===== src/design/arx_pkg.sv =====
package arx_pkg;

  localparam int SAMPLE_W   = 16;
  localparam int COEF_W     = 16;
  localparam int NUM_COEFS  = 4;
  localparam int FRAC_BITS  = 14;
  localparam int CFG_IDX_W  = 3;
  localparam int CFG_DATA_W = 64;
  localparam int DELAY_W    = 5;

  localparam int FEEDBACK_ORDER_DEF    = 4;
  localparam int FEEDFORWARD_ORDER_DEF = 4;
  localparam int MAX_DELAY_DEF         = 16;

  localparam logic signed [SAMPLE_W-1:0] SMAX = 16'sh7fff;
  localparam logic signed [SAMPLE_W-1:0] SMIN = 16'sh8000;

  // register indexes
  localparam logic [CFG_IDX_W-1:0] REG_INPUT_MIN  = 3'd0;
  localparam logic [CFG_IDX_W-1:0] REG_INPUT_MAX  = 3'd1;
  localparam logic [CFG_IDX_W-1:0] REG_OUTPUT_MIN = 3'd2;
  localparam logic [CFG_IDX_W-1:0] REG_OUTPUT_MAX = 3'd3;
  localparam logic [CFG_IDX_W-1:0] REG_CLAMP_EN   = 3'd4;
  localparam logic [CFG_IDX_W-1:0] REG_IN_DELAY   = 3'd5;
  localparam logic [CFG_IDX_W-1:0] REG_FB_COEFS   = 3'd6;
  localparam logic [CFG_IDX_W-1:0] REG_FF_COEFS   = 3'd7;

  typedef struct packed {
    logic signed [SAMPLE_W-1:0] in_min;
    logic signed [SAMPLE_W-1:0] in_max;
    logic signed [SAMPLE_W-1:0] out_min;
    logic signed [SAMPLE_W-1:0] out_max;
    logic                       clamp_in;
    logic                       clamp_out;
    logic [DELAY_W-1:0]         delay;
    logic [CFG_DATA_W-1:0]      fb_coefs;
    logic [CFG_DATA_W-1:0]      ff_coefs;
  } cfg_t;

  typedef struct packed {
    logic clr;
    logic en;
    logic sub;
  } mac_ctl_t;

endpackage


===== src/design/arx_cfg_regs.sv =====
module arx_cfg_regs (
  input  logic                           clk_i,
  input  logic                           rst_ni,
  input  logic                           cfg_we_i,
  input  logic [arx_pkg::CFG_IDX_W-1:0]  cfg_idx_i,
  input  logic [arx_pkg::CFG_DATA_W-1:0] cfg_wdata_i,
  output arx_pkg::cfg_t                  cfg_o
);
  import arx_pkg::*;

  cfg_t cfg_q, cfg_d;
  logic signed [SAMPLE_W-1:0] wval;

  assign wval = signed'(cfg_wdata_i[SAMPLE_W-1:0]);

  // a limit written past its partner drags the partner along
  always_comb begin
    cfg_d = cfg_q;
    if (cfg_we_i) begin
      case (cfg_idx_i)
        REG_INPUT_MIN: begin
          cfg_d.in_min = wval;
          if (wval > cfg_q.in_max) cfg_d.in_max = wval;
        end
        REG_INPUT_MAX: begin
          cfg_d.in_max = wval;
          if (cfg_q.in_min > wval) cfg_d.in_min = wval;
        end
        REG_OUTPUT_MIN: begin
          cfg_d.out_min = wval;
          if (wval > cfg_q.out_max) cfg_d.out_max = wval;
        end
        REG_OUTPUT_MAX: begin
          cfg_d.out_max = wval;
          if (cfg_q.out_min > wval) cfg_d.out_min = wval;
        end
        REG_CLAMP_EN: begin
          cfg_d.clamp_in  = cfg_wdata_i[0];
          cfg_d.clamp_out = cfg_wdata_i[1];
        end
        REG_IN_DELAY: cfg_d.delay    = cfg_wdata_i[DELAY_W-1:0];
        REG_FB_COEFS: cfg_d.fb_coefs = cfg_wdata_i;
        REG_FF_COEFS: cfg_d.ff_coefs = cfg_wdata_i;
        default: ;
      endcase
    end
  end

  always_ff @(posedge clk_i or negedge rst_ni) begin
    if (!rst_ni) begin
      cfg_q.in_min    <= SMIN;
      cfg_q.in_max    <= SMAX;
      cfg_q.out_min   <= SMIN;
      cfg_q.out_max   <= SMAX;
      cfg_q.clamp_in  <= 1'b0;
      cfg_q.clamp_out <= 1'b0;
      cfg_q.delay     <= DELAY_W'(1);
      cfg_q.fb_coefs  <= '0;
      cfg_q.ff_coefs  <= '0;
    end else begin
      cfg_q <= cfg_d;
    end
  end

  assign cfg_o = cfg_q;

endmodule


===== src/design/arx_mac.sv =====
module arx_mac #(
  parameter int ACC_W = 35
) (
  input  logic                                clk_i,
  input  logic                                rst_ni,
  input  arx_pkg::mac_ctl_t                   ctl_i,
  input  logic signed [arx_pkg::COEF_W-1:0]   coef_i,
  input  logic signed [arx_pkg::SAMPLE_W-1:0] data_i,
  output logic signed [ACC_W-1:0]             acc_o
);
  import arx_pkg::*;

  localparam int PROD_W = COEF_W + SAMPLE_W;

  logic signed [PROD_W-1:0] prod_q, prod_d;
  logic signed [ACC_W-1:0]  acc_q, acc_d;
  logic                     en_q, sub_q;

  assign prod_d = coef_i * data_i;

  // product registered first, accumulated in the next cycle
  always_comb begin
    acc_d = acc_q;
    if (ctl_i.clr) begin
      acc_d = '0;
    end else if (en_q) begin
      if (sub_q) acc_d = acc_q - ACC_W'(prod_q);
      else       acc_d = acc_q + ACC_W'(prod_q);
    end
  end

  always_ff @(posedge clk_i) begin
    prod_q <= prod_d;
  end

  always_ff @(posedge clk_i or negedge rst_ni) begin
    if (!rst_ni) begin
      en_q  <= 1'b0;
      sub_q <= 1'b0;
      acc_q <= '0;
    end else begin
      en_q  <= ctl_i.en;
      sub_q <= ctl_i.sub;
      acc_q <= acc_d;
    end
  end

  assign acc_o = acc_q;

endmodule


===== src/design/arx_model_step.sv =====
// channel  | signals                                  | moves
// ---------+------------------------------------------+-------------------------------
// in       | in_valid_i, in_ready_o, control_sample_i | one plant input sample
// out      | out_valid_o, out_ready_i, plant_output_o | modelled output and sat flag
// cfg      | cfg_we_i, cfg_idx_i, cfg_wdata_i         | register write, no wait
//
// an item is worked by the one multiply-accumulate unit, which walks every tap in turn,
// then drains and writes the result register before the result is valid
// in_ready_o is high only while the sequencer is idle
// the result register is separate, so an unread result does not block the next sample
// a finished sum waits for that register while the previous result is still held
// reset clears both histories to zero and loads the register defaults
module arx_model_step #(
  parameter int FEEDBACK_ORDER    = arx_pkg::FEEDBACK_ORDER_DEF,
  parameter int FEEDFORWARD_ORDER = arx_pkg::FEEDFORWARD_ORDER_DEF,
  parameter int MAX_DELAY         = arx_pkg::MAX_DELAY_DEF
) (
  input  logic                                clk_i,
  input  logic                                rst_ni,
  input  logic                                in_valid_i,
  output logic                                in_ready_o,
  input  logic signed [arx_pkg::SAMPLE_W-1:0] control_sample_i,
  output logic                                out_valid_o,
  input  logic                                out_ready_i,
  output logic signed [arx_pkg::SAMPLE_W-1:0] plant_output_o,
  output logic                                output_saturated_o,
  input  logic                                cfg_we_i,
  input  logic [arx_pkg::CFG_IDX_W-1:0]       cfg_idx_i,
  input  logic [arx_pkg::CFG_DATA_W-1:0]      cfg_wdata_i
);
  import arx_pkg::*;

  localparam int HIST_D  = MAX_DELAY + FEEDFORWARD_ORDER;
  localparam int HIST_IW = $clog2(HIST_D);
  localparam int OH_IW   = (FEEDBACK_ORDER > 1) ? $clog2(FEEDBACK_ORDER) : 1;
  localparam int N_TAPS  = FEEDFORWARD_ORDER + FEEDBACK_ORDER;
  localparam int TAP_W   = $clog2(N_TAPS);
  localparam int ACC_W   = COEF_W + SAMPLE_W + $clog2(N_TAPS) + 1;
  localparam int Y_W     = ACC_W - FRAC_BITS;
  localparam int ROUND_HALF = 1 << (FRAC_BITS - 1);

  localparam logic [1:0] S_IDLE  = 2'd0;
  localparam logic [1:0] S_RUN   = 2'd1;
  localparam logic [1:0] S_DRAIN = 2'd2;
  localparam logic [1:0] S_DONE  = 2'd3;

  function automatic logic signed [COEF_W-1:0] coef_pick(input logic [CFG_DATA_W-1:0] pk,
                                                        input int unsigned i);
    if (i >= NUM_COEFS) return '0;
    return pk[COEF_W*i +: COEF_W];
  endfunction

  cfg_t cfg;

  logic [1:0]       state_q, state_d;
  logic [TAP_W-1:0] tap_q, tap_d;
  logic             in_fire, done_fire;
  mac_ctl_t         mac_ctl;

  logic signed [SAMPLE_W-1:0] in_hist_q [HIST_D];
  logic signed [SAMPLE_W-1:0] out_hist_q [FEEDBACK_ORDER];
  logic signed [SAMPLE_W-1:0] u_clamped;

  logic [HIST_IW-1:0]         dly_eff;
  logic [HIST_IW-1:0]         ff_idx;
  logic [TAP_W-1:0]           fb_k;
  logic                       is_fb;
  logic signed [COEF_W-1:0]   mac_coef;
  logic signed [SAMPLE_W-1:0] mac_data;
  logic signed [ACC_W-1:0]    mac_acc;

  logic signed [ACC_W-1:0]    acc_rnd;
  logic signed [Y_W-1:0]      y_full;
  logic signed [SAMPLE_W-1:0] y_res;
  logic                       y_sat;

  logic                       out_valid_q;
  logic signed [SAMPLE_W-1:0] plant_output_q;
  logic                       sat_q;

  arx_cfg_regs u_cfg (
    .clk_i       (clk_i),
    .rst_ni      (rst_ni),
    .cfg_we_i    (cfg_we_i),
    .cfg_idx_i   (cfg_idx_i),
    .cfg_wdata_i (cfg_wdata_i),
    .cfg_o       (cfg)
  );

  assign in_ready_o = (state_q == S_IDLE);
  assign in_fire    = in_valid_i && in_ready_o;

  always_comb begin
    u_clamped = control_sample_i;
    if (cfg.clamp_in) begin
      if (control_sample_i > cfg.in_max)      u_clamped = cfg.in_max;
      else if (control_sample_i < cfg.in_min) u_clamped = cfg.in_min;
    end
  end

  // delay of zero acts as one, anything above MAX_DELAY as MAX_DELAY
  always_comb begin
    if (cfg.delay == '0) begin
      dly_eff = HIST_IW'(1);
    end else if (32'(cfg.delay) > 32'(MAX_DELAY)) begin
      dly_eff = HIST_IW'(MAX_DELAY);
    end else begin
      dly_eff = HIST_IW'(cfg.delay);
    end
  end

  // feedforward taps first, then feedback taps subtracted
  assign is_fb  = (tap_q >= TAP_W'(FEEDFORWARD_ORDER));
  assign ff_idx = dly_eff + HIST_IW'(tap_q);
  assign fb_k   = tap_q - TAP_W'(FEEDFORWARD_ORDER);

  always_comb begin
    if (is_fb) begin
      mac_coef = coef_pick(cfg.fb_coefs, 32'(fb_k));
      mac_data = out_hist_q[fb_k[OH_IW-1:0]];
    end else begin
      mac_coef = coef_pick(cfg.ff_coefs, 32'(tap_q));
      mac_data = in_hist_q[ff_idx];
    end
  end

  always_comb begin
    state_d   = state_q;
    tap_d     = tap_q;
    mac_ctl   = '0;
    done_fire = 1'b0;
    case (state_q)
      S_IDLE: begin
        if (in_fire) begin
          state_d     = S_RUN;
          tap_d       = '0;
          mac_ctl.clr = 1'b1;
        end
      end
      S_RUN: begin
        mac_ctl.en  = 1'b1;
        mac_ctl.sub = is_fb;
        if (tap_q == TAP_W'(N_TAPS - 1)) state_d = S_DRAIN;
        else                             tap_d   = tap_q + TAP_W'(1);
      end
      S_DRAIN: state_d = S_DONE;
      S_DONE: begin
        if (!out_valid_q || out_ready_i) begin
          done_fire = 1'b1;
          state_d   = S_IDLE;
        end
      end
      default: state_d = S_IDLE;
    endcase
  end

  arx_mac #(
    .ACC_W (ACC_W)
  ) u_mac (
    .clk_i  (clk_i),
    .rst_ni (rst_ni),
    .ctl_i  (mac_ctl),
    .coef_i (mac_coef),
    .data_i (mac_data),
    .acc_o  (mac_acc)
  );

  // round half up, dropping the Q2.14 coefficient fraction to the sample format, then clamp or saturate
  assign acc_rnd = mac_acc + ACC_W'(ROUND_HALF);
  assign y_full  = Y_W'(acc_rnd >>> FRAC_BITS);

  always_comb begin
    y_res = SAMPLE_W'(y_full);
    y_sat = 1'b0;
    if (cfg.clamp_out) begin
      if (y_full > Y_W'(cfg.out_max))      y_res = cfg.out_max;
      else if (y_full < Y_W'(cfg.out_min)) y_res = cfg.out_min;
    end else if (y_full > Y_W'(SMAX)) begin
      y_res = SMAX;
      y_sat = 1'b1;
    end else if (y_full < Y_W'(SMIN)) begin
      y_res = SMIN;
      y_sat = 1'b1;
    end
  end

  always_ff @(posedge clk_i or negedge rst_ni) begin
    if (!rst_ni) begin
      state_q     <= S_IDLE;
      tap_q       <= '0;
      out_valid_q <= 1'b0;
      for (int i = 0; i < HIST_D; i++) in_hist_q[i] <= '0;
      for (int i = 0; i < FEEDBACK_ORDER; i++) out_hist_q[i] <= '0;
    end else begin
      state_q <= state_d;
      tap_q   <= tap_d;
      if (done_fire)        out_valid_q <= 1'b1;
      else if (out_ready_i) out_valid_q <= 1'b0;
      if (in_fire) begin
        for (int i = HIST_D - 1; i > 0; i--) in_hist_q[i] <= in_hist_q[i-1];
        in_hist_q[0] <= u_clamped;
      end
      if (done_fire) begin
        for (int i = FEEDBACK_ORDER - 1; i > 0; i--) out_hist_q[i] <= out_hist_q[i-1];
        out_hist_q[0] <= y_res;
      end
    end
  end

  always_ff @(posedge clk_i) begin
    if (done_fire) begin
      plant_output_q <= y_res;
      sat_q          <= y_sat;
    end
  end

  assign out_valid_o        = out_valid_q;
  assign plant_output_o     = plant_output_q;
  assign output_saturated_o = sat_q;

endmodule


===== config.mk =====
export PLATFORM = sky130hd
export DESIGN_NAME = arx_model_step
export DESIGN_NICKNAME = d
export VERILOG_FILES = /design/src/design/arx_pkg.sv /design/src/design/arx_cfg_regs.sv /design/src/design/arx_mac.sv /design/src/design/arx_model_step.sv
export SDC_FILE = /design/constraint.sdc
export NUM_CORES = 2
export LEC_CHECK = 0
export ABC_AREA = 1
export BUFFER_PORTS_ARGS = -buffer_cell sky130_fd_sc_hd__buf_2
export CORE_UTILIZATION = 35
export CTS_CLUSTER_DIAMETER = 150
export DETAILED_ROUTE_END_ITERATION = 16
export GPL_TIMING_DRIVEN = 0
export HOLD_SLACK_MARGIN = 0.12
export PLACE_DENSITY_LB_ADDON = 0.2
export SLEW_MARGIN = 10
export SYNTH_ARGS = -nofsm -noshare
export SYNTH_HDL_FRONTEND = slang
export SYNTH_SLANG_ARGS = --single-unit
export TNS_END_PERCENT = 5

===== constraint.sdc =====
create_clock -name clk_i -period 11.1 [get_ports clk_i]
set_clock_uncertainty 0.15 [all_clocks]
set_input_delay 1.11 -clock clk_i [delete_from_list [all_inputs] [get_ports clk_i]]
set_output_delay 1.11 -clock clk_i [all_outputs]
set_load 0.005 [all_outputs]

[Word-level counts from Yosys, hierarchy flattened]
Cells that the tools add are included.
Cells by class
  reduce and logical (&&, ||, !) cells: 21
  equality and inequality tests: 19
  order comparisons: 16
  add/sub/neg operators: 6
  shift operators: 2
  mux-type cells: 51
  bitwise gates (word level): 2
  divide/modulo/power cells: 0
  $mul: 1
Operator list (count)
  $mux W16: 22
  $pmux W32 S2: 2
  $shiftx A64 B8 Y16: 2
  $mux W36: 3
  $bmux W16 S5: 1
  $gt A16 B16 Y1: 5
  $add A36 B15 Y36 const B: 1
  $add A36 B32 Y36: 1
  $sub A36 B32 Y36: 1
  $bmux W16 S2: 1
  $mul A16 B16 Y32: 1
  $gt A22 B16 Y1: 1
  $gt A22 B16 Y1 const B: 1
  $lt A22 B16 Y1: 1
  $lt A22 B16 Y1 const B: 1
  $reduce_and A3 Y1: 6
  $lt A16 B16 Y1: 1
  $eq A3 B3 Y1 const B: 5
  $ge A3 B3 Y1 const B: 4
  $mux W1: 12
  $mux W5: 2
  $ne A2 B1 Y1 const B: 5
  $reduce_bool A2 Y1: 5
  $mux W2: 4
  other kinds (22): 30
Word-level totals
  memories kept: 0
  input bits: 88
  RAM bits: 0
  latch bits: 0
  bits in registers: 676
  memory bits (read-only): 0

[Depth between registers and ports, before layout]
  depth after elaboration: 10
  depth in mapped cells: 42
  depth with buffers taken out: 39

[Hierarchy]
From an unflattened synthesis, not the netlist that was laid out.
Second synthesis, totals
  cells, all modules: 6538
  area, all modules: 49125.9 um^2
Modules (own cells, without submodules)
  arx_model_step: cells an instance 3252, area each 23689.0 um^2, instances 1, seq. area each 10269.8 um^2
  arx_mac: cells an instance 2230, area each 16120.5 um^2, instances 1, seq. area each 1591.5 um^2
  arx_cfg_regs: cells an instance 1056, area each 9316.4 um^2, instances 1, seq. area each 5021.1 um^2

[Worst setup path after synthesis]
OpenSTA, ideal clock, no wires.
  path type: reg2reg
  start point: register u_cfg.cfg_q (netlist bit u_cfg.cfg_o[131])
  end point: register u_mac.prod_q[29]
  arrival time: 7.586 ns
  buffers on the path: 4
  cell stages (with the launch flop): 37
  setup slack: 3.293 ns
  data required time: 10.878 ns
  library setup time: 0.072 ns
  cell sequence: dfrtp_1 > inv_2 > a31oi_1 > nor2_1 > ha_1 > fa_1 > inv_2 > buf_4 > buf_4 > o21ai_0 > a21oi_1 > a21oi_1 > o21ai_0 > a21oi_1 > a31oi_2 > buf_2 > nand2_1 > fa_1 > inv_1 > fa_1 > fa_1 > fa_1 > fa_1 > inv_1 > fa_1 > inv_1 > ha_1 > clkbuf_1 > nand2_1 > nor4_1 > nand3b_1 > nand3_1 > nand2_1 > nand2_1 > nand2_1 > nand2_1 > xor2_1
On the way
  word-level cells in the longest chain between the ends: 10
  elaborated cells between the ends (all ways): 11
  those cells by class: add/sub: 1; mul: 1; order compare: 1; mux: 6; bitwise: 1; reduce/logical: 1
RTL lines
  start, declared: line arx_cfg_regs.sv:11  | cfg_t cfg_q, cfg_d;
  start signal, assigned: line arx_cfg_regs.sv:61  | cfg_q <= cfg_d;
  $gt A5 B5 Y1: line arx_model_step.sv:105  | end else if (32'(cfg.delay) > 32'(MAX_DELAY)) begin
  $mux W5: line arx_model_step.sv:105
  $mux W5 (*): line arx_model_step.sv:103  | if (cfg.delay == '0) begin
  $add A5 B3 Y5 (*): line arx_model_step.sv:114  | assign ff_idx = dly_eff + HIST_IW'(tap_q);
  $not A5 Y6 (not written as such) (*): line arx_model_step.sv:123  | mac_data = in_hist_q[ff_idx];
  $bmux W16 S5 (*): line arx_model_step.sv:123
  $mux W16 (not written as such) (*) (2 in series): line arx_model_step.sv:123
  $mux W16 (*): line arx_model_step.sv:118  | if (is_fb) begin
  $mul A16 B16 Y32 (*): line arx_mac.sv:19  | assign prod_d = coef_i * data_i;
  named net u_mac.prod_d[29]: line arx_mac.sv:15  | logic signed [PROD_W-1:0] prod_q, prod_d;
  end signal, assigned: line arx_mac.sv:33  | prod_q <= prod_d;
  end, declared: line arx_mac.sv:15
The timed path passes the listed nets; every way through them passes the cells marked *. The select of a mux whose other input is x is not followed.
A chain may end at the register's enable or synchronous reset.

[Worst setup path after layout]
  start point: register u_cfg.cfg_q (netlist bit u_cfg.cfg_o[131])
  end point: register u_mac.prod_q[26]
The elaborated chain is that of the path after synthesis.

==> flow_summary.toml <==
[final_layout]
final_common_cell = "nand2_1"
diodes = 0
fin_util = 0.394
drive_gt1_frac = 0.0698
area.growth.synth_to_final_pct = 11.7
final_cell_mix = "1285 x nand2_1, 958 x inv_1, 910 x o21ai_0, 594 x dfrtp_1, 396 x a21oi_1"
fillers = 14200
nets = 6920
fin_area_um2 = 53500

[clocking]
cts_tree = "built"
cts_buffers = 80
htreeDepth = 3
clk_pin_slew_ps = 60
clock_path_buffers = 3
insertion_delay_ps = 710
hold_buffers = 0
clock-sinks = 676
postCtsResizedCells = 0
postCtsSetupBuffers = 0
cts-root-buf = "clkbuf_16"

[yosys]
synthArstFlopShare = 0.928
yosys_warnings = 0
syn_inst = 6108
ys_seq_elements = 676
synth_edf_count = 17
synth_nets = 6727
synth_seq_area_share = 0.353
ys.flop_type = "dfrtp_1"
synth_area_um2 = 47900
synth.distinct_cells = 62
syn_area_per_cell_um2 = 7.84

[grt]
antenna_found_initial = 2
grt_max_degree = 103
grt_pass1_wl_mm = 256
grt_overflow = 0
grt_pass1_vias = 41300
grt.total_usage = 0.243

[worst_setup_path]
critical_path_class = "reg2reg"
endpoint_kind = "flip-flop"
critPathTopFamily = "adder cells"
worstPathArrival_ps = 10750
r2r_start = "u_cfg.cfg_o[131]"
r2r-end = "u_mac.prod_q[26]"
r2r_cells = 36
cp.required_ps = 11490
critical_path.startpoint = "u_cfg.cfg_o[131]"
critPathMaxStageDelay_ps = 690
r2r_setup_slack_ps = 740
slowest_stage = "fa_1"
cp_num_buf_inv = 9
timing.critical_path.fanout_max = 10
cp-start-kind = "flip-flop"
cpMostUsedCell = "fa_1"

[routing]
vias = 41600
ant_nets = 0
drt_iter0_drc = 3740
via_per_inst = 5.11
drc = 0
wl_mm = 166
wl_per_cell_um = 20.4
firstDrtPassIters = 6

[timing]
relSlewSlack = 0.0813
fin_ws_ps = 742
setup_viol = 0
min_period_ps = 10360
fin_crit_sh = 0.933
max_clock_freq_mhz = 96.5
rsz0062_at_grt = "no"
finalHoldViolations = 0
slew_viol_final = 0
tightest_slew_ps = 1360

[floorplan]
std_cell_rows = 135
initial_core_util = 0.353
dieArea_um2 = 138000
chipWidth_um = 372
ioPinCount = 107
fp.dieH_um = 372
core_area_um2 = 136000

[flow_run]
maxCapViolCount = 0

[status]
status = "finished clean"

[placement]
place_ws_ps = 874
dp_hpwl_mm = 130
placed_cell_area_um2 = 50800
gp_congestion = 0.934
portBuffers = 105

[worst_hold_path]
worstHoldPathType = "in2async"
## cell usage after synthesis, drive strengths merged, types with 23 or more instances
library cell,instances,share of area
a21oi,401,0.042
a31oi,30,0.0072
and2,124,0.016
buf,96,0.012
clkbuf,185,0.015
dfrtp,594,0.31
dfstp,33,0.018
dfxtp,32,0.013
fa,264,0.11
ha,267,0.070
inv,968,0.076
mux2,23,0.0054
nand2,1290,0.10
nand3,253,0.027
nor2,375,0.030
nor3,27,0.0029
o21ai,920,0.096
xnor2,29,0.0057
xor2,55,0.010
## final cells by class
cell class,count,area (um2),share of cell area
multi-input combinational,4183,26100,0.488
clock buffer,109,2260,0.0423
buffer,281,1290,0.0241
sequential,676,16900,0.316
clock inverter,37,415,0.00776
timing repair buffer,111,701,0.0131
inverter,968,3630,0.0679
tap,1781,2230,0.0417
## through the flow
stage / instances / setup TNS [ps] / hold slack, ps
after global placement: 7994 / -3082550 / 311
after detailed placement: 8000 / 0 / 317
after floorplan: 6108 / 0 / 298
after CTS: 8146 / 0 / 311
final: 8146 / 0 / 311
after global routing: 8146 / 0 / 341
## state kept, by name (all words and copies together) (netlist names), 2 cells and up
signal	cells
plant_output_o	16
out_hist_q	64
u_mac.prod_q	32
u_cfg.cfg_o	199
u_mac.acc_o	36
state_q	2
tap_q	3
in_hist_q	320
## cells by family after synthesis
logic type      synth area share
compound gates             0.160
flops                      0.353
xor+xnor                  0.0159
fa+ha+maj                  0.180
buf+inv                    0.103
simple gates               0.183
mux                      0.00541
## worst max-delay path by stage
stage | to | slack [ps] | cells after the start
floorplan | u_mac.prod_q[29] | 3290 | 36
global placement | out_hist_q[59] | -5290 | 1
detailed placement | u_mac.prod_q[26] | 870 | 36
CTS | u_mac.prod_q[26] | 820 | 35
global route | u_mac.prod_q[26] | 190 | 36
finish | u_mac.prod_q[26] | 740 | 36
## metal layers
metal / global-route usage / vias to the layer above / routed length (um)
met3: 0.0344 / 247 / 9890
met4: 0.0825 / 0 / 5880
met1: 0.340 / 20200 / 75500
li1: - / 19900 / -
met5: 0 / - / 0
met2: 0.384 / 1273 / 74900
Power is not shown: default switching activity piles up to over one toggle a cycle in this logic, so the estimate is an artifact.
